===== config.mk =====
export PLATFORM = sky130hd
export DESIGN_NAME = system_io_interrupt_dma_registers
export DESIGN_NICKNAME = d
export VERILOG_FILES = /design/src/hdl/sysio_pkg.sv /design/src/hdl/sysio_regs.sv /design/src/hdl/sysio_outq.sv /design/src/hdl/system_io_interrupt_dma_registers.sv
export SDC_FILE = /design/constraint.sdc
export NUM_CORES = 1
export LEC_CHECK = 0
export BUFFER_PORTS_ARGS = -buffer_cell sky130_fd_sc_hd__buf_2
export CAP_MARGIN = 0
export CORE_ASPECT_RATIO = 2
export CORE_MARGIN = 3
export CORE_UTILIZATION = 45
export DETAILED_ROUTE_END_ITERATION = 10
export HOLD_SLACK_MARGIN = 0.06
export PLACE_DENSITY_LB_ADDON = 0.2
export RECOVER_POWER = 50
export SETUP_SLACK_MARGIN = 0.5
export SYNTH_ARGS = -nofsm -noshare
export SYNTH_HDL_FRONTEND = slang
export SYNTH_HIERARCHICAL = 1
export SYNTH_SLANG_ARGS = --single-unit

===== constraint.sdc =====
create_clock -name clk_i -period 2.7 [get_ports clk_i]
set_input_delay 0 -clock clk_i [delete_from_list [all_inputs] [get_ports clk_i]]
set_output_delay 0 -clock clk_i [all_outputs]
set_load 0.01 [all_outputs]

===== src/hdl/sysio_pkg.sv =====
package sysio_pkg;

  typedef enum logic {
    OpRead  = 1'b0,
    OpWrite = 1'b1
  } op_e;

  localparam int unsigned CfgIdxW = 2;

  typedef enum logic [CfgIdxW-1:0] {
    CfgColorModel     = 2'd0,
    CfgFirstGen       = 2'd1,
    CfgSecondGenColor = 2'd2
  } cfg_idx_e;

  localparam logic [15:0] AddrDmaSrc0   = 16'h0040;
  localparam logic [15:0] AddrDmaSrc1   = 16'h0041;
  localparam logic [15:0] AddrDmaSrc2   = 16'h0042;
  localparam logic [15:0] AddrDmaTgt0   = 16'h0044;
  localparam logic [15:0] AddrDmaTgt1   = 16'h0045;
  localparam logic [15:0] AddrDmaLen0   = 16'h0046;
  localparam logic [15:0] AddrDmaLen1   = 16'h0047;
  localparam logic [15:0] AddrDmaCtrl   = 16'h0048;
  localparam logic [15:0] AddrSystem    = 16'h0062;
  localparam logic [15:0] AddrCartFlags = 16'h00a0;
  localparam logic [15:0] AddrIntBase   = 16'h00b0;
  localparam logic [15:0] AddrIntEnable = 16'h00b2;
  localparam logic [15:0] AddrIntStatus = 16'h00b4;
  localparam logic [15:0] AddrKeypad    = 16'h00b5;
  localparam logic [15:0] AddrIntAck    = 16'h00b6;
  localparam logic [15:0] AddrNmi       = 16'h00b7;

  localparam logic [7:0] BaseMask = 8'hf8;

  typedef struct packed {
    logic        op;
    logic [15:0] address;
    logic [7:0]  write_data;
    logic [3:0]  key_lines;
    logic [7:0]  irq_raise;
    logic [7:0]  irq_level;
  } sysio_in_t;

  typedef struct packed {
    logic [7:0] read_data;
    logic       dma_start;
    logic       power_off;
    logic [2:0] key_select;
    logic [7:0] irq_pending;
  } sysio_out_t;

  typedef struct packed {
    logic              we;
    logic [CfgIdxW-1:0] idx;
    logic              data;
  } sysio_cfg_t;

endpackage


===== src/hdl/sysio_regs.sv =====
module sysio_regs import sysio_pkg::*; (
  input  logic       clk_i,
  input  logic       rst_ni,
  input  sysio_cfg_t cfg_i,
  input  logic       push_i,
  input  sysio_in_t  item_i,
  output sysio_out_t res_o
);

  logic        color_model_q, first_gen_q, second_gen_color_q;
  logic [19:0] dma_source_q, dma_source_d;
  logic [15:0] dma_target_q, dma_target_d;
  logic [15:0] dma_length_q, dma_length_d;
  logic        dma_direction_q, dma_direction_d;
  logic        dma_enabled_q, dma_enabled_d;
  logic        cart_enable_q, cart_enable_d;
  logic        rom_width_q, rom_width_d;
  logic        rom_wait_q, rom_wait_d;
  logic [7:0]  vector_base_q, vector_base_d;
  logic [7:0]  irq_enable_q, irq_enable_d;
  logic [7:0]  irq_status_q, irq_status_d;
  logic [2:0]  matrix_select_q, matrix_select_d;
  logic        nmi_low_battery_q, nmi_low_battery_d;

  logic [7:0]  status_raised;
  logic [7:0]  rd;
  logic        start, poff;
  logic        is_write;
  logic [7:0]  d;

  function automatic logic [2:0] top_index(logic [7:0] v);
    logic [2:0] idx;
    idx = 3'd0;
    for (int i = 1; i < 8; i++) begin
      if (v[i]) idx = 3'(i);
    end
    return idx;
  endfunction

  always_ff @(posedge clk_i or negedge rst_ni) begin
    if (!rst_ni) begin
      color_model_q      <= 1'b1;
      first_gen_q        <= 1'b0;
      second_gen_color_q <= 1'b0;
    end else if (cfg_i.we) begin
      unique case (cfg_i.idx)
        CfgColorModel:     color_model_q      <= cfg_i.data;
        CfgFirstGen:       first_gen_q        <= cfg_i.data;
        CfgSecondGenColor: second_gen_color_q <= cfg_i.data;
        default: ;
      endcase
    end
  end

  always_comb begin
    is_write        = (item_i.op == OpWrite);
    d               = item_i.write_data;
    status_raised   = irq_status_q | item_i.irq_raise;
    dma_source_d    = dma_source_q;
    dma_target_d    = dma_target_q;
    dma_length_d    = dma_length_q;
    dma_direction_d = dma_direction_q;
    dma_enabled_d   = dma_enabled_q;
    cart_enable_d   = cart_enable_q;
    rom_width_d     = rom_width_q;
    rom_wait_d      = rom_wait_q;
    vector_base_d   = vector_base_q;
    irq_enable_d    = irq_enable_q;
    irq_status_d    = status_raised;
    matrix_select_d = matrix_select_q;
    nmi_low_battery_d = nmi_low_battery_q;
    rd    = 8'h00;
    start = 1'b0;
    poff  = 1'b0;

    if (!is_write) begin
      unique case (item_i.address)
        AddrDmaSrc0: if (color_model_q) rd = dma_source_q[7:0];
        AddrDmaSrc1: if (color_model_q) rd = dma_source_q[15:8];
        AddrDmaSrc2: if (color_model_q) rd = {4'h0, dma_source_q[19:16]};
        AddrDmaTgt0: if (color_model_q) rd = dma_target_q[7:0];
        AddrDmaTgt1: if (color_model_q) rd = dma_target_q[15:8];
        AddrDmaLen0: if (color_model_q) rd = dma_length_q[7:0];
        AddrDmaLen1: if (color_model_q) rd = dma_length_q[15:8];
        AddrDmaCtrl: if (color_model_q) rd = {dma_enabled_q, 6'h00, dma_direction_q};
        AddrSystem:    rd = {second_gen_color_q, 7'h00};
        AddrCartFlags: rd = {4'h8, rom_wait_q, rom_width_q, ~first_gen_q, cart_enable_q};
        AddrIntBase:   rd = vector_base_q | {5'h00, top_index(status_raised)};
        AddrIntEnable: rd = irq_enable_q;
        AddrIntStatus: rd = status_raised | (item_i.irq_level & irq_enable_q);
        AddrKeypad:    rd = {1'b0, matrix_select_q, item_i.key_lines};
        AddrNmi:       rd = {3'h0, nmi_low_battery_q, 4'h0};
        default: ;
      endcase
    end else begin
      unique case (item_i.address)
        AddrDmaSrc0: if (color_model_q) dma_source_d[7:0]   = {d[7:1], 1'b0};
        AddrDmaSrc1: if (color_model_q) dma_source_d[15:8]  = d;
        AddrDmaSrc2: if (color_model_q) dma_source_d[19:16] = d[3:0];
        AddrDmaTgt0: if (color_model_q) dma_target_d[7:0]   = {d[7:1], 1'b0};
        AddrDmaTgt1: if (color_model_q) dma_target_d[15:8]  = d;
        AddrDmaLen0: if (color_model_q) dma_length_d[7:0]   = {d[7:1], 1'b0};
        AddrDmaLen1: if (color_model_q) dma_length_d[15:8]  = d;
        AddrDmaCtrl: begin
          if (color_model_q) begin
            dma_direction_d = d[6];
            dma_enabled_d   = d[7];
            start           = d[7];
          end
        end
        AddrSystem: poff = !first_gen_q && d[0];
        AddrCartFlags: begin
          // enable bit is sticky once set
          cart_enable_d = cart_enable_q | d[0];
          rom_width_d   = d[2];
          rom_wait_d    = d[3];
        end
        AddrIntBase:   vector_base_d   = d & BaseMask;
        AddrIntEnable: irq_enable_d    = d;
        AddrKeypad:    matrix_select_d = d[6:4];
        AddrIntAck:    irq_status_d    = status_raised & ~d;
        AddrNmi:       nmi_low_battery_d = d[4];
        default: ;
      endcase
    end

    res_o.read_data   = rd;
    res_o.dma_start   = start;
    res_o.power_off   = poff;
    res_o.key_select  = matrix_select_d;
    res_o.irq_pending = irq_status_d | (item_i.irq_level & irq_enable_d);
  end

  always_ff @(posedge clk_i or negedge rst_ni) begin
    if (!rst_ni) begin
      dma_source_q      <= '0;
      dma_target_q      <= '0;
      dma_length_q      <= '0;
      dma_direction_q   <= 1'b0;
      dma_enabled_q     <= 1'b0;
      cart_enable_q     <= 1'b0;
      rom_width_q       <= 1'b0;
      rom_wait_q        <= 1'b0;
      vector_base_q     <= '0;
      irq_enable_q      <= '0;
      irq_status_q      <= '0;
      matrix_select_q   <= '0;
      nmi_low_battery_q <= 1'b0;
    end else if (push_i) begin
      dma_source_q      <= dma_source_d;
      dma_target_q      <= dma_target_d;
      dma_length_q      <= dma_length_d;
      dma_direction_q   <= dma_direction_d;
      dma_enabled_q     <= dma_enabled_d;
      cart_enable_q     <= cart_enable_d;
      rom_width_q       <= rom_width_d;
      rom_wait_q        <= rom_wait_d;
      vector_base_q     <= vector_base_d;
      irq_enable_q      <= irq_enable_d;
      irq_status_q      <= irq_status_d;
      matrix_select_q   <= matrix_select_d;
      nmi_low_battery_q <= nmi_low_battery_d;
    end
  end

endmodule


===== src/hdl/sysio_outq.sv =====
module sysio_outq import sysio_pkg::*; (
  input  logic       clk_i,
  input  logic       rst_ni,
  input  logic       push_i,
  input  sysio_out_t data_i,
  output logic       full_o,
  output logic       valid_o,
  input  logic       ready_i,
  output sysio_out_t data_o
);

  sysio_out_t entry_q [2];
  logic       wptr_q, rptr_q;
  logic [1:0] count_q, count_d;
  logic       pop;

  assign pop     = valid_o && ready_i;
  assign valid_o = (count_q != 2'd0);
  assign full_o  = (count_q == 2'd2);
  assign data_o  = entry_q[rptr_q];

  always_comb begin
    count_d = count_q;
    if (push_i && !pop) count_d = count_q + 2'd1;
    else if (!push_i && pop) count_d = count_q - 2'd1;
  end

  always_ff @(posedge clk_i or negedge rst_ni) begin
    if (!rst_ni) begin
      wptr_q  <= 1'b0;
      rptr_q  <= 1'b0;
      count_q <= 2'd0;
    end else begin
      count_q <= count_d;
      if (push_i) wptr_q <= ~wptr_q;
      if (pop) rptr_q <= ~rptr_q;
    end
  end

  always_ff @(posedge clk_i) begin
    if (push_i) entry_q[wptr_q] <= data_i;
  end

endmodule


===== src/hdl/system_io_interrupt_dma_registers.sv =====
// System I/O register block: DMA source/target/length and control, cartridge
// flags, interrupt base/enable/status/ack, keypad select, power-off and NMI.
// Each input transfer is one bus access; its result (read byte, DMA-start
// and power-off pulses, keypad select, pending interrupts) is produced
// combinationally by the register decode and lands in a two-entry result
// queue, so a new access is taken every cycle as long as the queue is not
// full, and the first result is visible in the next cycle. The DMA transfer
// itself is not performed here. Configuration writes take effect next cycle.
module system_io_interrupt_dma_registers import sysio_pkg::*; (
  input  logic               clk_i,
  input  logic               rst_ni,
  input  logic               cfg_we_i,
  input  logic [CfgIdxW-1:0] cfg_idx_i,
  input  logic               cfg_data_i,
  input  logic               in_valid_i,
  output logic               in_ready_o,
  input  sysio_in_t          in_data_i,
  output logic               out_valid_o,
  input  logic               out_ready_i,
  output sysio_out_t         out_data_o
);

  sysio_cfg_t cfg;
  sysio_out_t res;
  logic       push, full;

  assign cfg.we   = cfg_we_i;
  assign cfg.idx  = cfg_idx_i;
  assign cfg.data = cfg_data_i;

  assign in_ready_o = !full;
  assign push       = in_valid_i && in_ready_o;

  sysio_regs u_regs (
    .clk_i  (clk_i),
    .rst_ni (rst_ni),
    .cfg_i  (cfg),
    .push_i (push),
    .item_i (in_data_i),
    .res_o  (res)
  );

  sysio_outq u_outq (
    .clk_i   (clk_i),
    .rst_ni  (rst_ni),
    .push_i  (push),
    .data_i  (res),
    .full_o  (full),
    .valid_o (out_valid_o),
    .ready_i (out_ready_i),
    .data_o  (out_data_o)
  );

endmodule


==> impl_metrics.py, run 1 <==
metrics = {
    "outcome": {
        "status": "finished with violations",
        "violations": "capacitance limit, slew limit",
    },
    "synthesis": {
        "synth_compound_area_share_pct": 10.91,
        "seq_area_frac_synth_pct": 54.11,
        "synth_top_family_by_area": "multiplexers",
        "synthFlopType": "dfrtp_1",
        "yosysTopAreaCell": "dfrtp_1",
        "synth.most_common_cell": "dfrtp_1",
        "synthTopCellsByCount": "dfrtp_1 (85), mux2_1 (55), a21oi_1 (43), edfxtp_1 (42), mux2_2 (39)",
        "synth-edff-count": 42,
        "avgSynthCellArea_um2": 12.40,
        "synth_mux_area_share_pct": 19.87,
        "yosys.area_share.simple_pct": 11.64,
        "synth_top_area_share_pct": 33.71,
        "syn-num-nets": 563,
        "synth_area_um2": 6310,
        "syn-instance-count": 509,
        "synth-xor-area-share_pct": 0.6940,
        "async_reset_ff_share_pct": 67.19,
        "yosysWarnings": 6,
        "synth_seq_cells": 128,
        "yosys-top-cells-area": "dfrtp_1 (34%), edfxtp_1 (20%), mux2_1 (9.8%)",
        "ys_types": 63,
        "synthAdderAreaFrac_pct": 0.1983,
    },
    "global_routing": {
        "antenna_found_initial": 0,
        "grt_pass1_vias": 5064,
        "track_usage_pct": 22.96,
        "grt-ovfl-total": 0,
        "grt_pass1_wl_mm": 27.46,
        "grt_max_degree": 74,
    },
    "route": {
        "drt_iter0_drc": 296,
        "vias_per_cell": 5.768,
        "routed_wl_mm": 17.58,
        "first_pass_iters": 6,
        "post_drt_wl_per_cell_um": 21.31,
        "dr_total_vias": 4759,
        "drc_errors": 0,
        "ant_nets": 0,
    },
    "place": {
        "place_area_um2": 6908,
        "dp_cells": 758,
        "io_buffers": 75,
        "dp_slack_ns": 0.2544,
        "hpwlAfterDp_mm": 12.54,
        "gp_congestion": 0.8988,
    },
    "critical_path": {
        "rr_startpoint": "u_regs/color_model_q",
        "required_ns": 2.85,
        "start_kind": "input port",
        "crit_start": "in_data_i[28]",
        "critical_path_class": "input port to register",
        "path_max_fanout": 20,
        "crit_arrival_ns": 2.35,
        "end_kind": "register",
    },
    "worst_hold_path": {
        "min-delay-start": "in_data_i[39]",
        "hold_path_class": "input port to register",
    },
    "clock_network": {
        "clock-sinks": 128,
        "numCtsBuffers": 17,
        "htreeDepth": 4,
        "clock_path_buffers": 2,
        "clkLatencyLatePin_ns": 0.42,
        "clk_pin_slew_ns": 0.06,
        "cts_setup_buffers": 0,
        "cts_tree": "built",
        "root_buffer": "clkbuf_16",
    },
    "floorplan": {
        "die_area_um2": 15560,
        "fp.dieH_um": 173.5,
        "start_util_pct": 46.44,
        "io_pins": 76,
        "coreArea_um2": 13590,
        "die_w_um": 89.73,
        "core.rowCount": 60,
    },
    "cells_and_area": {
        "final_cell_area_um2": 7826,
        "layout.cells.non_filler": 825,
        "fin_util_pct": 57.60,
        "drive_above_1_share_pct": 27.23,
        "diodes": 0,
        "multi_input_area_um2": 2721,
        "nNetsFinal": 680,
        "register_area_um2": 3415,
        "nFillCells": 1132,
        "syn2layout_area_growth_pct": 24.03,
    },
    "timing": {
        "finalCriticalPeriod_ns": 2.204,
        "max_freq_mhz": 453.7,
        "tightest_slew_ns": 1.859,
        "finalWorstSetupSlack_ns": 0.4957,
        "finalCritPeriodShare_pct": 81.64,
        "slew_viol_final": 74,
        "relSlewSlack_pct": -23.94,
        "setup_viol": 0,
        "finalHoldViolCount": 0,
        "tns_ns": 0,
        "grt_setup_unrepaired": "yes",
        "skew_ns": 0.006988,
    },
    "power": {
        "swShare_pct": 26.39,
        "p_sw_w": 0.001427,
        "p_int_w": 0.003979,
        "ir_drop_v": 0.0004490,
        "pwr-share-seq_pct": 42.3,
        "p_leak_nw": 3.379,
        "p_clk_share_pct": 43.6,
        "powerDensity_nw_per_um2": 690.7,
        "combPwrFrac_pct": 14.1,
    },
    "flow_run": {
        "max_cap_violations": 1,
    },
}
## registers in the layout, indices dropped and copies added, names as in the netlist, 2 cells and up
| register | count |
|---|---|
| u_regs/dma_target_q | 15 |
| u_outq/count_q | 2 |
| u_regs/irq_enable_q | 8 |
| u_regs/dma_source_q | 19 |
| u_regs/dma_length_q | 15 |
| u_outq/entry_q | 42 |
| u_regs/vector_base_q | 5 |
| u_regs/irq_status_q | 8 |
| u_regs/matrix_select_q | 3 |
## per-stage QoR
step	hold slack, ns	power (W)
2_1_floorplan	-0.2956	0.002768
3_3_place_gp	-0.1314	0.003047
3_5_place_dp	-0.1287	0.003070
4_1_cts	0.1569	0.005464
5_1_grt	0.1738	0.005611
6_report	0.1659	0.005406
## worst max-delay path, cell delays in order
cell	delay, ns
clkbuf_1	0.70
nand2b_1	0.30
nor3_1	0.08
buf_4	0.22
a222oi_1	0.37
o21ai_0	0.15
a221oi_1	0.42
nor2_1	0.11
## layout make-up
class / count / share of cell area, %
inverter: 2 / 0.09592
tap: 186 / 2.974
clock buffer: 18 / 5.484
multi-input combinational: 350 / 34.77
sequential: 128 / 43.63
clock inverter: 14 / 2.270
timing repair buffer: 127 / 10.78
## cell usage in the layout, fill, tap and decap left out, types with 4 or more instances in the layout
| cell type | Yosys | final |
|---|---|---|
| inv_6 | 0 | 6 |
| nor3_1 | 8 | 7 |
| mux2_1 | 55 | 58 |
| clkbuf_16 | 0 | 17 |
| a222oi_1 | 6 | 6 |
| a31oi_1 | 6 | 6 |
| buf_4 | 2 | 15 |
| nor2_1 | 32 | 32 |
| clkbuf_1 | 20 | 5 |
| mux2_4 | 7 | 7 |
| nand2b_1 | 4 | 4 |
| buf_2 | 0 | 71 |
| nand2_2 | 5 | 4 |
| nand3_1 | 8 | 8 |
| o21ai_0 | 11 | 11 |
| mux2_2 | 39 | 36 |
| and3_1 | 7 | 7 |
| dlygate4sd3_1 | 0 | 35 |
| a22oi_1 | 6 | 6 |
| a22o_1 | 5 | 5 |
| nor2b_1 | 6 | 5 |
| and2_1 | 5 | 4 |
| a21oi_1 | 43 | 43 |
| mux2i_1 | 9 | 9 |
| edfxtp_1 | 42 | 42 |
| nand2_1 | 29 | 31 |
| dfrtp_1 | 85 | 85 |
| a311o_1 | 9 | 9 |
## worst paths after layout
kind                                            to  slack, ns  cells past startpoint
setup / recovery             u_outq/entry_q[0][13]       0.50                      8
hold / removal               u_outq/entry_q[1][11]       0.17                      5
setup reg to reg           u_regs/dma_source_q[16]       0.50                      5
hold reg to reg               u_regs/cart_enable_q       0.47                      1
max in group asynchronous  u_regs/vector_base_q[3]       0.82                      3
min in group asynchronous  u_regs/dma_target_q[13]       0.69                      3
## repair_timing
action	4_1_cts	5_1_grt
setup endpoints to repair	0	3
gates resized for setup	0	1
hold buffers	35	0
hold endpoints to repair	179	0
## per-layer routing
metal	global-route usage, %	wire [um]	vias to the layer above
met4	15.61	1164	0
met1	23.71	6324	2340
met3	3.910	749	71
li1	-	-	2152
met2	41.79	9342	196
met5	0	0	-
## logic make-up after synthesis
group / after synthesis
AND/OR/NAND/NOR: 131
adder cells (fa/ha/maj): 1
XOR/XNOR: 5
flip-flops: 128
multiplexers: 110
buffers and inverters: 31
AO/OA/AOI/OAI: 103
## power by group through the flow
stage                     registers, W  logic, W  clock network (W)
after CTS                      0.00229  0.000790            0.00239
final                          0.00229  0.000764            0.00236
after global routing           0.00231  0.000832            0.00247
after global placement         0.00231  0.000734                  0
after detailed placement       0.00232  0.000746                  0
after floorplan                0.00225  0.000517                  0
Power figures use the tool's default switching activity.
==> run 2, diff against run 1 <==
==> constraint.sdc (replaced) <==
create_clock -name clk_i -period 2.25 [get_ports clk_i]
set_input_delay 0 -clock clk_i [delete_from_list [all_inputs] [get_ports clk_i]]
set_output_delay 0 -clock clk_i [all_outputs]
set_load 0.01 [all_outputs]
==> run 2 against run 1 <==
Net effect: the run now ends clean; design area grew 4.6%; via count up 4.6%; sequential power grew 17%; sequential cell count stayed put; first-iteration DRC count increased by 49%; register-to-register slack worse by 0.21 ns; largest power group is now registers; worst hold slack worse by 0.070 ns; clock power grew 13%; critical endpoint is now u_outq/entry_q[0][14]; critical path depth fell by 3.
==> impl_metrics.py, run 2 (synthesis results as in run 1) <==
metrics = {
    "cells_and_area": {
        "diodes": 0,
        "nNetsFinal": 703,
        "reg_top3": "u_outq/entry_q (42), u_regs/dma_source_q (19)",
        "largest_register_ffs": 42,
        "drive_above_1_share_pct": 32.78,
        "top_register": "u_outq/entry_q",
        "final_cell_mix": "dfrtp_1 (85), buf_2 (51), edfxtp_1 (42), a21oi_1 (42)",
        "final_cell_area_um2": 8189,
        "final_common_cell": "dfrtp_1",
        "layout.cells.non_filler": 848,
        "fin_util_pct": 60.27,
        "syn2layout_area_growth_pct": 29.78,
    },
    "timing": {
        "relSlewSlack_pct": 26.40,
        "finalHoldViolCount": 0,
        "tightest_slew_ns": 1.104,
        "skew_ns": 0.007881,
        "setup_viol": 0,
        "slew_viol_final": 0,
        "finalCriticalPeriod_ns": 1.963,
        "grt_setup_unrepaired": "yes",
        "max_freq_mhz": 509.4,
        "tns_ns": 0,
        "whs_ns": 0.09611,
        "finalCritPeriodShare_pct": 87.26,
    },
    "critical_path": {
        "r2r_cells": 5,
        "critPathBufInv": 0,
        "start_kind": "register",
        "critPathCapture": "u_outq/entry_q[0][14]",
        "rr_startpoint": "u_regs/irq_status_q[1]",
        "crit_path_top_delay_cell": "a222oi_1",
        "crit_chain": "nor2_1, a21oi_1, a221o_1, a222oi_1, a21oi_1",
        "path_max_fanout": 3,
        "path_depth": 5,
        "required_ns": 2.37,
        "reg2reg_setup_slack_ns": 0.29,
        "crit_top_cell": "a21oi_1",
        "critical_path_class": "register to register",
        "critPathTopFamily": "compound AO/OA/AOI/OAI gates",
        "crit-reg2reg-capture": "u_outq/entry_q[0][14]",
        "end_kind": "register",
        "slowest_delay_ns": 0.44,
        "crit_start": "u_regs/irq_status_q[1]",
        "crit_arrival_ns": 2.08,
    },
    "route": {
        "drc_errors": 0,
        "ant_nets": 0,
        "dr_total_vias": 4979,
        "drt_iter0_drc": 441,
        "first_pass_iters": 8,
        "post_drt_wl_per_cell_um": 22.44,
        "routed_wl_mm": 19.03,
        "vias_per_cell": 5.871,
    },
    "clock_network": {
        "clock-sinks": 128,
        "cts_tree": "built",
        "root_buffer": "clkbuf_16",
        "clock_path_buffers": 2,
        "clkLatencyLatePin_ns": 0.41,
        "clk_pin_slew_ns": 0.06,
        "htreeDepth": 4,
        "numCtsBuffers": 17,
    },
    "global_routing": {
        "track_usage_pct": 24.25,
        "grt_pass1_vias": 5166,
        "antenna_found_initial": 0,
        "grt_max_degree": 48,
        "grt-ovfl-total": 0,
        "grt_pass1_wl_mm": 28.67,
    },
    "worst_hold_path": {
        "hold_path_class": "input port to register",
    },
    "power": {
        "p_sw_w": 0.001724,
        "p_int_w": 0.004668,
        "p_clk_share_pct": 41.6,
        "powerDensity_nw_per_um2": 780.5,
        "pwr-share-seq_pct": 41.7,
        "ir_drop_v": 0.0005423,
        "combPwrFrac_pct": 16.7,
        "p_leak_nw": 3.567,
        "swShare_pct": 26.97,
    },
    "place": {
        "place_area_um2": 7058,
        "hpwlAfterDp_mm": 13.58,
        "dp_cells": 774,
        "io_buffers": 75,
        "gp_congestion": 1.000,
    },
    "floorplan": {
        "io_pins": 76,
        "die_area_um2": 15560,
        "fp.dieH_um": 173.5,
        "coreArea_um2": 13590,
        "start_util_pct": 46.44,
        "die_w_um": 89.73,
        "core.rowCount": 60,
    },
    "flow_run": {
        "max_cap_violations": 0,
    },
    "outcome": {
        "status": "complete, no violations",
    },
}
-- run 2: changes by cell type in the layout (fill, tap and decap cells not counted), moves of 4 or more --
cell      delta
nand2_2      -4
buf_2       -20
inv_6        -5
nand2_4      +7
mux2_4      +16
clkbuf_1    +19
mux2_1      -19
buf_6        +5
nor2_2       +5
buf_4       +15
nor2_1       -7
-- run 2: cell type report --
type	count	area, um^2
Inverter	2	7.507
Tap cell	186	232.7
Clock buffer	18	429.2
Clock inverter	14	141.4
Multi-Input combinational cell	350	2908
Sequential cell	128	3415
Timing Repair Buffer	150	1056
Fill cell	1126	5399
-- run 2: metal layers --
metal / part of all wire, % / GRT usage [%] / routed length (um)
met5: 0 / 0 / 0
met4: 5.1 / 13.24 / 967
met3: 4.7 / 4.952 / 900
met2: 55 / 45.41 / 10520
met1: 35 / 24.80 / 6641
-- run 2: power groups by stage --
stage | registers, W | clock network, W | logic, W
floorplan | 0.00270 | 0 | 0.000636
global placement | 0.00271 | 0 | 0.00102
detailed placement | 0.00271 | 0 | 0.00103
CTS | 0.00267 | 0.00269 | 0.00111
global route | 0.00268 | 0.00280 | 0.00115
finish | 0.00267 | 0.00266 | 0.00107
-- run 2: timing repair --
| item | CTS | global route |
|---|---|---|
| endpoints found under the setup margin | 121 | 102 |
| setup buffers | 6 | 3 |
| pin swaps | 6 | 5 |
| endpoints found under the hold margin | 91 | 0 |
| hold buffers | 33 | 0 |
| gates resized for setup | 23 | 46 |
| cloned | 0 | 0 |
-- run 2: worst min path at each step --
stage | start | to | slack [ns] | cells past startpoint
floorplan | rst_ni | u_outq/count_q[0] | -0.30 | 0
global placement | rst_ni | u_outq/wptr_q | 0.03 | 1
detailed placement | rst_ni | u_outq/wptr_q | 0.03 | 1
CTS | in_data_i[33] | u_outq/entry_q[0][11] | 0.09 | 3
global route | in_data_i[33] | u_outq/entry_q[0][11] | 0.09 | 3
finish | in_data_i[33] | u_outq/entry_q[0][11] | 0.1 | 3
-- run 2: worst min-delay path, cell delays in order --
cell	delay (ns)
buf_2	0.15
nand3_1	0.10
nor3_1	0.08
-- run 2: through the flow --
step	worst slack, ns	power [W]
3_3_place_gp	0.04402	0.003723
3_5_place_dp	-0.0004898	0.003745
2_1_floorplan	0.2298	0.003340
5_1_grt	0.2126	0.006625
4_1_cts	0.3105	0.006474
6_report	0.2867	0.006391
